<file path="config.mk">
export PLATFORM = sky130hd
export DESIGN_NAME = length_bucket_batcher_unit
export DESIGN_NICKNAME = d
export VERILOG_FILES = /design/src/rtl/lbb_pkg.sv /design/src/rtl/length_bucket_batcher_unit.sv /design/src/rtl/lbb_ctrl.sv /design/src/rtl/lbb_datapath.sv
export SDC_FILE = /design/constraint.sdc
export NUM_CORES = 2
export LEC_CHECK = 0
export BUFFER_PORTS_ARGS = -buffer_cell sky130_fd_sc_hd__buf_2
export CORE_MARGIN = 2
export CORE_UTILIZATION = 35
export DETAILED_ROUTE_END_ITERATION = 12
export PLACE_DENSITY = 0.48
export SYNTH_ARGS = -nofsm -noshare
export SYNTH_HDL_FRONTEND = slang
export SYNTH_SLANG_ARGS = --single-unit
</file>
<file path="constraint.sdc">
create_clock -name clk -period 11.75 [get_ports clk]
set_clock_uncertainty 0.05 [all_clocks]
set_input_delay 1.175 -clock clk [delete_from_list [all_inputs] [get_ports clk]]
set_output_delay 1.175 -clock clk [all_outputs]
set_load 0.02 [all_outputs]
</file>
<file path="src/rtl/lbb_pkg.sv">
// Shared types and constants of the length bucket batcher.
`timescale 1ns / 1ps
package lbb_pkg;

    localparam int NUM_BUCKETS_DEF = 4;
    localparam int BATCH_MAX_DEF   = 16;
    localparam int RULE_REGS       = 4;
    localparam int LEN_W           = 24;
    localparam int TAG_W           = 16;
    localparam int BKT_W           = 2;
    localparam int CAP_W           = 5;
    localparam int INUSE_W         = 3;
    localparam int RULE_W          = 53;
    localparam int CFG_IDX_W       = 8;

    localparam logic [CFG_IDX_W-1:0] REG_BUCKET_IN_USE = 8'd0;
    localparam logic [CFG_IDX_W-1:0] REG_RULE_FIRST    = 8'd1;
    localparam logic [CFG_IDX_W-1:0] REG_RULE_LAST     = 8'd4;

    typedef enum logic [2:0] {
        ST_IDLE,
        ST_MATCH,
        ST_SCAN_START,
        ST_SCAN,
        ST_OUT
    } state_t;

    typedef struct packed {
        logic capture;
        logic commit;
        logic scan_start;
        logic scan_step;
        logic pop;
    } cmd_t;

    typedef struct packed {
        logic hit;
        logic emit;
        logic scan_done;
        logic last;
    } status_t;

endpackage

</file>
<file path="src/rtl/length_bucket_batcher_unit.sv">
// Top level of the length bucket batcher.
`timescale 1ns / 1ps
// Usage:
//   Input channel (in_valid/in_ready, item_length, item_tag): one request per
//   item. in_ready is high only while the block is idle; an accepted item is
//   binned in the next cycle; if it completes no batch, the block is idle again.
//   An item that fits no active bucket is dropped silently.
//   When an item fills its bucket, the batch streams out on the output channel
//   (out_valid/out_ready, out_tag, out_length, out_bucket, last_of_batch),
//   longest first, equal lengths in arrival order, last_of_batch on the final
//   member. Each member is found by a selection scan over the bucket entries
//   through the single read port of the entry store: a setup state, a read of
//   each filled entry, the close of the scan, then the output state, which
//   holds the member until the receiver takes it.
//   No new item is taken until the whole batch is delivered.
//   A stalled receiver simply holds the current member on the output ports.
//   Configuration (cfg_we, cfg_index, cfg_data) is written while idle:
//   index 0 bucket_in_use, 1..4 the bucket rules; other indexes are ignored.
//   Reset clears the config registers, the fill counts and the controller;
//   the entry store needs no clearing since only written entries are read.
module length_bucket_batcher_unit
#(
    parameter int NUM_BUCKETS = lbb_pkg::NUM_BUCKETS_DEF,
    parameter int BATCH_MAX   = lbb_pkg::BATCH_MAX_DEF
)
(
    input  logic                          clk,
    input  logic                          rst_n,
    input  logic                          cfg_we,
    input  logic [lbb_pkg::CFG_IDX_W-1:0] cfg_index,
    input  logic [lbb_pkg::RULE_W-1:0]    cfg_data,
    input  logic                          in_valid,
    output logic                          in_ready,
    input  logic [lbb_pkg::LEN_W-1:0]     item_length,
    input  logic [lbb_pkg::TAG_W-1:0]     item_tag,
    output logic                          out_valid,
    input  logic                          out_ready,
    output logic [lbb_pkg::TAG_W-1:0]     out_tag,
    output logic [lbb_pkg::LEN_W-1:0]     out_length,
    output logic [lbb_pkg::BKT_W-1:0]     out_bucket,
    output logic                          last_of_batch
);

    // command and status between the controller and datapath
    lbb_pkg::cmd_t    cmd;
    lbb_pkg::status_t status;

    lbb_ctrl u_ctrl
    (
        .clk       (clk),
        .rst_n     (rst_n),
        .in_valid  (in_valid),
        .out_ready (out_ready),
        .status    (status),
        .cmd       (cmd),
        .in_ready  (in_ready),
        .out_valid (out_valid)
    );

    lbb_datapath
    #(
        .NUM_BUCKETS (NUM_BUCKETS),
        .BATCH_MAX   (BATCH_MAX)
    )
    u_datapath
    (
        .clk           (clk),
        .rst_n         (rst_n),
        .cfg_we        (cfg_we),
        .cfg_index     (cfg_index),
        .cfg_data      (cfg_data),
        .item_length   (item_length),
        .item_tag      (item_tag),
        .cmd           (cmd),
        .status        (status),
        .out_tag       (out_tag),
        .out_length    (out_length),
        .out_bucket    (out_bucket),
        .last_of_batch (last_of_batch)
    );

endmodule

</file>
<file path="src/rtl/lbb_ctrl.sv">
// Controller state machine of the length bucket batcher.
`timescale 1ns / 1ps
module lbb_ctrl
(
    input  logic            clk,
    input  logic            rst_n,
    input  logic            in_valid,
    input  logic            out_ready,
    input  lbb_pkg::status_t status,
    output lbb_pkg::cmd_t    cmd,
    output logic            in_ready,
    output logic            out_valid
);

    lbb_pkg::state_t state_reg;
    lbb_pkg::state_t state_next;

    always_ff @(posedge clk or negedge rst_n)
    begin
        if (!rst_n)
        begin
            state_reg <= lbb_pkg::ST_IDLE;
        end
        else
        begin
            state_reg <= state_next;
        end
    end

    always_comb
    begin
        state_next = state_reg;
        case (state_reg)
            lbb_pkg::ST_IDLE:
            begin
                if (in_valid)
                begin
                    state_next = lbb_pkg::ST_MATCH;
                end
            end
            lbb_pkg::ST_MATCH:
            begin
                if (status.hit && status.emit)
                begin
                    state_next = lbb_pkg::ST_SCAN_START;
                end
                else
                begin
                    state_next = lbb_pkg::ST_IDLE;
                end
            end
            lbb_pkg::ST_SCAN_START:
            begin
                state_next = lbb_pkg::ST_SCAN;
            end
            lbb_pkg::ST_SCAN:
            begin
                if (status.scan_done)
                begin
                    state_next = lbb_pkg::ST_OUT;
                end
            end
            lbb_pkg::ST_OUT:
            begin
                if (out_ready)
                begin
                    state_next = status.last ? lbb_pkg::ST_IDLE : lbb_pkg::ST_SCAN_START;
                end
            end
            default:
            begin
                state_next = lbb_pkg::ST_IDLE;
            end
        endcase
    end

    always_comb
    begin
        cmd       = '0;
        in_ready  = 1'b0;
        out_valid = 1'b0;
        case (state_reg)
            lbb_pkg::ST_IDLE:
            begin
                in_ready    = 1'b1;
                cmd.capture = in_valid;
            end
            lbb_pkg::ST_MATCH:
            begin
                cmd.commit = 1'b1;
            end
            lbb_pkg::ST_SCAN_START:
            begin
                cmd.scan_start = 1'b1;
            end
            lbb_pkg::ST_SCAN:
            begin
                cmd.scan_step = 1'b1;
            end
            lbb_pkg::ST_OUT:
            begin
                out_valid = 1'b1;
                cmd.pop   = out_ready;
            end
            default:
            begin
                cmd = '0;
            end
        endcase
    end

endmodule

</file>
<file path="src/rtl/lbb_datapath.sv">
// Datapath: config registers, bucket matching, entry store and batch selection scan.
`timescale 1ns / 1ps
module lbb_datapath
#(
    parameter int NUM_BUCKETS = lbb_pkg::NUM_BUCKETS_DEF,
    parameter int BATCH_MAX   = lbb_pkg::BATCH_MAX_DEF
)
(
    input  logic                           clk,
    input  logic                           rst_n,
    input  logic                           cfg_we,
    input  logic [lbb_pkg::CFG_IDX_W-1:0]  cfg_index,
    input  logic [lbb_pkg::RULE_W-1:0]     cfg_data,
    input  logic [lbb_pkg::LEN_W-1:0]      item_length,
    input  logic [lbb_pkg::TAG_W-1:0]      item_tag,
    input  lbb_pkg::cmd_t                  cmd,
    output lbb_pkg::status_t               status,
    output logic [lbb_pkg::TAG_W-1:0]      out_tag,
    output logic [lbb_pkg::LEN_W-1:0]      out_length,
    output logic [lbb_pkg::BKT_W-1:0]      out_bucket,
    output logic                           last_of_batch
);

    localparam int NB_EFF = (NUM_BUCKETS < lbb_pkg::RULE_REGS) ? NUM_BUCKETS
                                                              : lbb_pkg::RULE_REGS;
    localparam int DEPTH  = NUM_BUCKETS * BATCH_MAX;
    localparam int ADDR_W = (DEPTH > 1) ? $clog2(DEPTH) : 1;
    localparam int IDX_W  = (BATCH_MAX > 1) ? $clog2(BATCH_MAX) : 1;
    localparam int FILL_W = $clog2(BATCH_MAX + 1);
    localparam int ENT_W  = lbb_pkg::LEN_W + lbb_pkg::TAG_W;

    // configuration
    logic [lbb_pkg::INUSE_W-1:0] in_use_reg;
    logic [lbb_pkg::RULE_W-1:0]  rule_reg [lbb_pkg::RULE_REGS];

    always_ff @(posedge clk or negedge rst_n)
    begin
        if (!rst_n)
        begin
            in_use_reg <= '0;
            for (int i = 0; i < lbb_pkg::RULE_REGS; i++)
            begin
                rule_reg[i] <= '0;
            end
        end
        else if (cfg_we)
        begin
            if (cfg_index == lbb_pkg::REG_BUCKET_IN_USE)
            begin
                in_use_reg <= cfg_data[lbb_pkg::INUSE_W-1:0];
            end
            else if (cfg_index >= lbb_pkg::REG_RULE_FIRST && cfg_index <= lbb_pkg::REG_RULE_LAST)
            begin
                rule_reg[2'(cfg_index - lbb_pkg::REG_RULE_FIRST)] <= cfg_data;
            end
        end
    end

    // captured request
    logic [lbb_pkg::LEN_W-1:0] len_reg;
    logic [lbb_pkg::TAG_W-1:0] tag_reg;

    always_ff @(posedge clk)
    begin
        if (cmd.capture)
        begin
            len_reg <= item_length;
            tag_reg <= item_tag;
        end
    end

    // first matching active bucket
    logic [lbb_pkg::INUSE_W-1:0] n_act;
    logic                        hit;
    logic [lbb_pkg::BKT_W-1:0]   hit_b;

    always_comb
    begin
        n_act = (in_use_reg > lbb_pkg::INUSE_W'(NB_EFF)) ? lbb_pkg::INUSE_W'(NB_EFF)
                                                         : in_use_reg;
        hit   = 1'b0;
        hit_b = '0;
        for (int i = lbb_pkg::RULE_REGS - 1; i >= 0; i--)
        begin
            if (lbb_pkg::INUSE_W'(i) < n_act
                && rule_reg[i][23:0] <= len_reg && len_reg < rule_reg[i][47:24])
            begin
                hit   = 1'b1;
                hit_b = lbb_pkg::BKT_W'(i);
            end
        end
    end

    // fill counts and write position
    logic [FILL_W-1:0]         fill_reg [lbb_pkg::RULE_REGS];
    logic [FILL_W-1:0]         wpos;
    logic [FILL_W-1:0]         new_fill;
    logic [lbb_pkg::CAP_W-1:0] cap_raw;
    logic [lbb_pkg::CAP_W:0]   cap;
    logic                      emit;

    always_comb
    begin
        wpos     = (fill_reg[hit_b] >= FILL_W'(BATCH_MAX)) ? FILL_W'(BATCH_MAX - 1)
                                                           : fill_reg[hit_b];
        new_fill = wpos + 1'b1;
        cap_raw  = rule_reg[hit_b][52:48];
        cap      = {1'b0, cap_raw};
        if (cap_raw == '0)
        begin
            cap = (lbb_pkg::CAP_W + 1)'(1);
        end
        else if (cap > (lbb_pkg::CAP_W + 1)'(BATCH_MAX))
        begin
            cap = (lbb_pkg::CAP_W + 1)'(BATCH_MAX);
        end
        emit = (lbb_pkg::CAP_W + 1)'(new_fill) >= cap;
    end

    logic [lbb_pkg::BKT_W-1:0] cur_b_reg;
    logic [FILL_W-1:0]         cur_fill_reg;

    always_ff @(posedge clk or negedge rst_n)
    begin
        if (!rst_n)
        begin
            for (int i = 0; i < lbb_pkg::RULE_REGS; i++)
            begin
                fill_reg[i] <= '0;
            end
        end
        else if (cmd.commit && hit)
        begin
            fill_reg[hit_b] <= emit ? '0 : new_fill;
        end
    end

    // entry store
    logic [ENT_W-1:0]  mem [DEPTH];
    logic [ADDR_W-1:0] waddr;
    logic [ADDR_W-1:0] raddr;
    logic [ENT_W-1:0]  rd_data_reg;
    logic [FILL_W-1:0] scan_idx_reg;

    assign waddr = ADDR_W'(32'(hit_b) * 32'(BATCH_MAX) + 32'(wpos));
    assign raddr = ADDR_W'(32'(cur_b_reg) * 32'(BATCH_MAX) + 32'(scan_idx_reg));

    always_ff @(posedge clk)
    begin
        if (cmd.commit && hit)
        begin
            mem[waddr] <= {len_reg, tag_reg};
        end
        rd_data_reg <= mem[raddr];
    end

    // selection scan: largest length, earliest index among entries not yet sent
    logic                      pend_reg;
    logic [IDX_W-1:0]          pidx_reg;
    logic [BATCH_MAX-1:0]      sent_reg;
    logic [FILL_W-1:0]         pos_reg;
    logic                      best_valid_reg;
    logic [lbb_pkg::LEN_W-1:0] best_len_reg;
    logic [lbb_pkg::TAG_W-1:0] best_tag_reg;
    logic [IDX_W-1:0]          best_idx_reg;
    logic [lbb_pkg::LEN_W-1:0] cand_len;
    logic                      take;
    logic                      more;

    assign cand_len = rd_data_reg[ENT_W-1:lbb_pkg::TAG_W];
    assign take     = pend_reg && !sent_reg[pidx_reg]
                      && (!best_valid_reg || cand_len > best_len_reg);
    assign more     = scan_idx_reg < cur_fill_reg;

    always_ff @(posedge clk or negedge rst_n)
    begin
        if (!rst_n)
        begin
            pend_reg       <= 1'b0;
            best_valid_reg <= 1'b0;
        end
        else if (cmd.scan_start)
        begin
            pend_reg       <= 1'b0;
            best_valid_reg <= 1'b0;
        end
        else if (cmd.scan_step)
        begin
            pend_reg <= more;
            if (take)
            begin
                best_valid_reg <= 1'b1;
            end
        end
    end

    always_ff @(posedge clk)
    begin
        if (cmd.commit && hit && emit)
        begin
            cur_b_reg    <= hit_b;
            cur_fill_reg <= new_fill;
            sent_reg     <= '0;
            pos_reg      <= '0;
        end
        if (cmd.scan_start)
        begin
            scan_idx_reg <= '0;
        end
        else if (cmd.scan_step)
        begin
            if (more)
            begin
                scan_idx_reg <= scan_idx_reg + 1'b1;
                pidx_reg     <= IDX_W'(scan_idx_reg);
            end
            if (take)
            begin
                best_len_reg <= cand_len;
                best_tag_reg <= rd_data_reg[lbb_pkg::TAG_W-1:0];
                best_idx_reg <= pidx_reg;
            end
        end
        if (cmd.pop)
        begin
            sent_reg[best_idx_reg] <= 1'b1;
            pos_reg                <= pos_reg + 1'b1;
        end
    end

    assign status.hit       = hit;
    assign status.emit      = emit;
    assign status.scan_done = !more && !pend_reg;
    assign status.last      = (pos_reg + 1'b1) == cur_fill_reg;

    assign out_tag       = best_tag_reg;
    assign out_length    = best_len_reg;
    assign out_bucket    = cur_b_reg;
    assign last_of_batch = status.last;

endmodule

</file>
==> flow_summary.yaml <==
clock_tree:
  clock_latency_ps: 920
  numClockSinks: 2961
  cts_buffer_depth: 4
  cts_resized: 0
  cts_setup_buffers: 0
  cts_buffers: 327
  cts-root-buf: "clkbuf_16"
  cts_tree: "built"
  clk_pin_slew_ps: 60
  htreeDepth: 5
  hold_buffers: 0
routing:
  routed_wirelength_mm: 359.5
  drc_errors: 0
  wl_per_cell_um: 34.50
  dr.first_iter.drc_count: 6906
  ant_nets: 0
  num_vias: 57720
  viasPerCell: 5.540
  drt_first_pass_iters: 8
logic_synthesis:
  synth.avg_cell_area_um2: 21.81
  yosys-top-cells-count: "2660 x edfxtp_1, 845 x mux4_2, 240 x dfrtp_1"
  synth-main-ff-cell: "edfxtp_1"
  yosys_warnings: 0
  yosysSeqAreaShare: 0.7473
  netlist_instances: 5345
  synth_fp_nets: 5676
  syn_area_um2: 116600
  synth_most_common_cell: "edfxtp_1"
  synth_edf_count: 2660
  async_flop_share: 0.08105
  synth_top_cell_area_share: 0.6853
  yosys.area.top_type: "edfxtp_1"
  synth_seq_cells: 2961
  synth.distinct_cells: 82
  synthTopCellsByArea: "edfxtp_1 69%, mux4_2 16%, dfrtp_1 5.2%"
power:
  max-vdd-ir-drop_v: 0.0001559
  p_per_area_nw_per_um2: 205.8
  p_leak_uw: 0.04394
final_layout:
  layout.nets: 6101
  area_delta_synth_final_pct: 15.39
  multi_input_area_um2: 28450
  ff_latch_area_um2: 87120
  finalNonFillerCells: 10420
  fillers: 29050
  finalCoreUtilization: 0.4066
  drive_gt1_frac: 0.3172
  largest_register_ffs: 2560
floorplan:
  core_um2: 330800
  die_x_um: 581.1
  die_area_um2: 337600
  fp-row-count: 211
  initial_core_util: 0.3523
  io_pins: 151
  die_h_um: 581.1
timing:
  holdWs_ps: 194.5
  finalSetupViolCount: 0
  grt_setup_unrepaired: "no"
  setup_slack_ps: 3718
  fmax_mhz: 124.5
  fin_crit_sh: 0.6836
  min_period_ps: 8032
  tns_ps: 0
  hold_viol: 0
  slew_violations: 0
  tightest_slew_ps: 1295
  maxSlewHeadroom: 0.1347
global_route:
  met3_usage: 0.03231
  grt_pass1_wl_mm: 492.8
  grtUsageMet1: 0.2979
  antenna_found_initial: 44
  grt_max_degree: 158
  grtUsageMet2: 0.3418
  top_usage_layer: "met2"
  grt_pass1_vias: 58830
  overflow: 0
  track_usage: 0.2104
setup_path:
  crit_required_ps: 12270
  startpoint: "u_datapath.len_reg[19]"
  slowest_stage: "nand2_1"
  r2r_start: "u_datapath.len_reg[19]"
  end_kind: "flip-flop"
  cp-start-kind: "flip-flop"
  crit_type: "flip-flop to flip-flop"
  cpPeakStageDelay_ps: 980
  worstPathCellList: "buf_4 > inv_1 > ha_1 > a21oi_1 > a31oi_1 > a2111oi_2 > nand4b_1 > a211oi_4 > o31ai_4 > a221oi_4 > o21bai_1 > nand2_1 > xnor2_1 > ha_1 > o21ai_0 > nand2b_1 > a21o_1 > nand3_1 > inv_1"
  crit_fanout: 69
  crit_arrival_ps: 8550
placed_design:
  gp_congestion: 0.8331
  placed_cells: 9807
  portBuffers: 150
  place_hpwl_mm: 195.5
  dp_worst_setup_slack_ps: 3815
job:
  cap_violations: 0
worst_hold_path:
  hold_class: "input pin to async pin"
outcome:
  outcome: "complete, no violations"
==> area by class of cell <==
cell class,instances,area share
Clock inverter,165,0.01163
Inverter,172,0.004801
Timing Repair Buffer,327,0.01637
Tap cell,4366,0.04062
Clock buffer,435,0.06701
Antenna cell,12,0.0002233
Multi-Input combinational cell,1981,0.2115
Sequential cell,2961,0.6478
==> through the flow <==
stage               total power, uW  area, um^2
CTS                           28010      134500
floorplan                     15730      116600
global route                  28680      134500
detailed placement            17790      123900
finish                        27680      134500
global placement              17770      123900
==> routing by layer <==
layer	up-vias	wire (um)
met3	463	22900
li1	23190	-
met4	22	8524
met5	-	142
met1	32000	154500
met2	2046	173400
==> final timing paths <==
kind,to,slack [ps],cells after the start
setup / recovery,u_datapath.cur_fill_reg[1],3720,19
hold / removal,u_datapath.rule_reg[113],190,1
setup reg to reg,u_datapath.cur_fill_reg[1],3720,19
hold reg to reg,u_datapath.out_tag[7],340,0
max in group asynchronous,u_datapath.rule_reg[82],10090,2
min in group clk,u_datapath.out_tag[7],340,0
==> where the power goes <==
group | internal (uW) | leakage (uW) | switching [uW]
registers | 12100 | 0.0275 | 224
clock network | 5910 | 0.00520 | 4290
logic | 2300 | 0.0112 | 2820
total | 20300 | 0.0439 | 7340
==> kinds of logic after synthesis <==
logic type,synth area share
AO/OA/AOI/OAI,0.01729
adder cells (fa/ha/maj),0.02415
XOR/XNOR,0.001127
buffers and inverters,0.01315
flip-flops,0.7473
AND/OR/NAND/NOR,0.01716
multiplexers,0.1798
==> critical path: cells and delay by family (launching register included) <==
family                     cells  cell delay [ps]
AOI/OAI and AO/OA              9             2730
and+or+nand+nor                4             2000
buffers and inverters          3             1330
adders and majority gates      2              790
xor gates and xnor gates       1              350
DFF                            1              320
==> placed cells by master, fill, tap and decap left out, drive strengths merged, types with 10 or more instances in the layout <==
cell type,instances
a21o,27
a21oi,87
a221oi,10
and3,12
buf,327
bufinv,22
clkbuf,435
clkinv,122
dfrtp,240
dfxtp,61
diode,12
edfxtp,2660
ha,225
inv,187
mux2,168
mux4,845
nand2,155
nand2b,13
nand3,35
nand4,32
nor2,97
nor2b,17
nor3,10
nor4,11
o21ai,107
o31ai,11
Note: power is estimated with default switching activity, not from simulation.
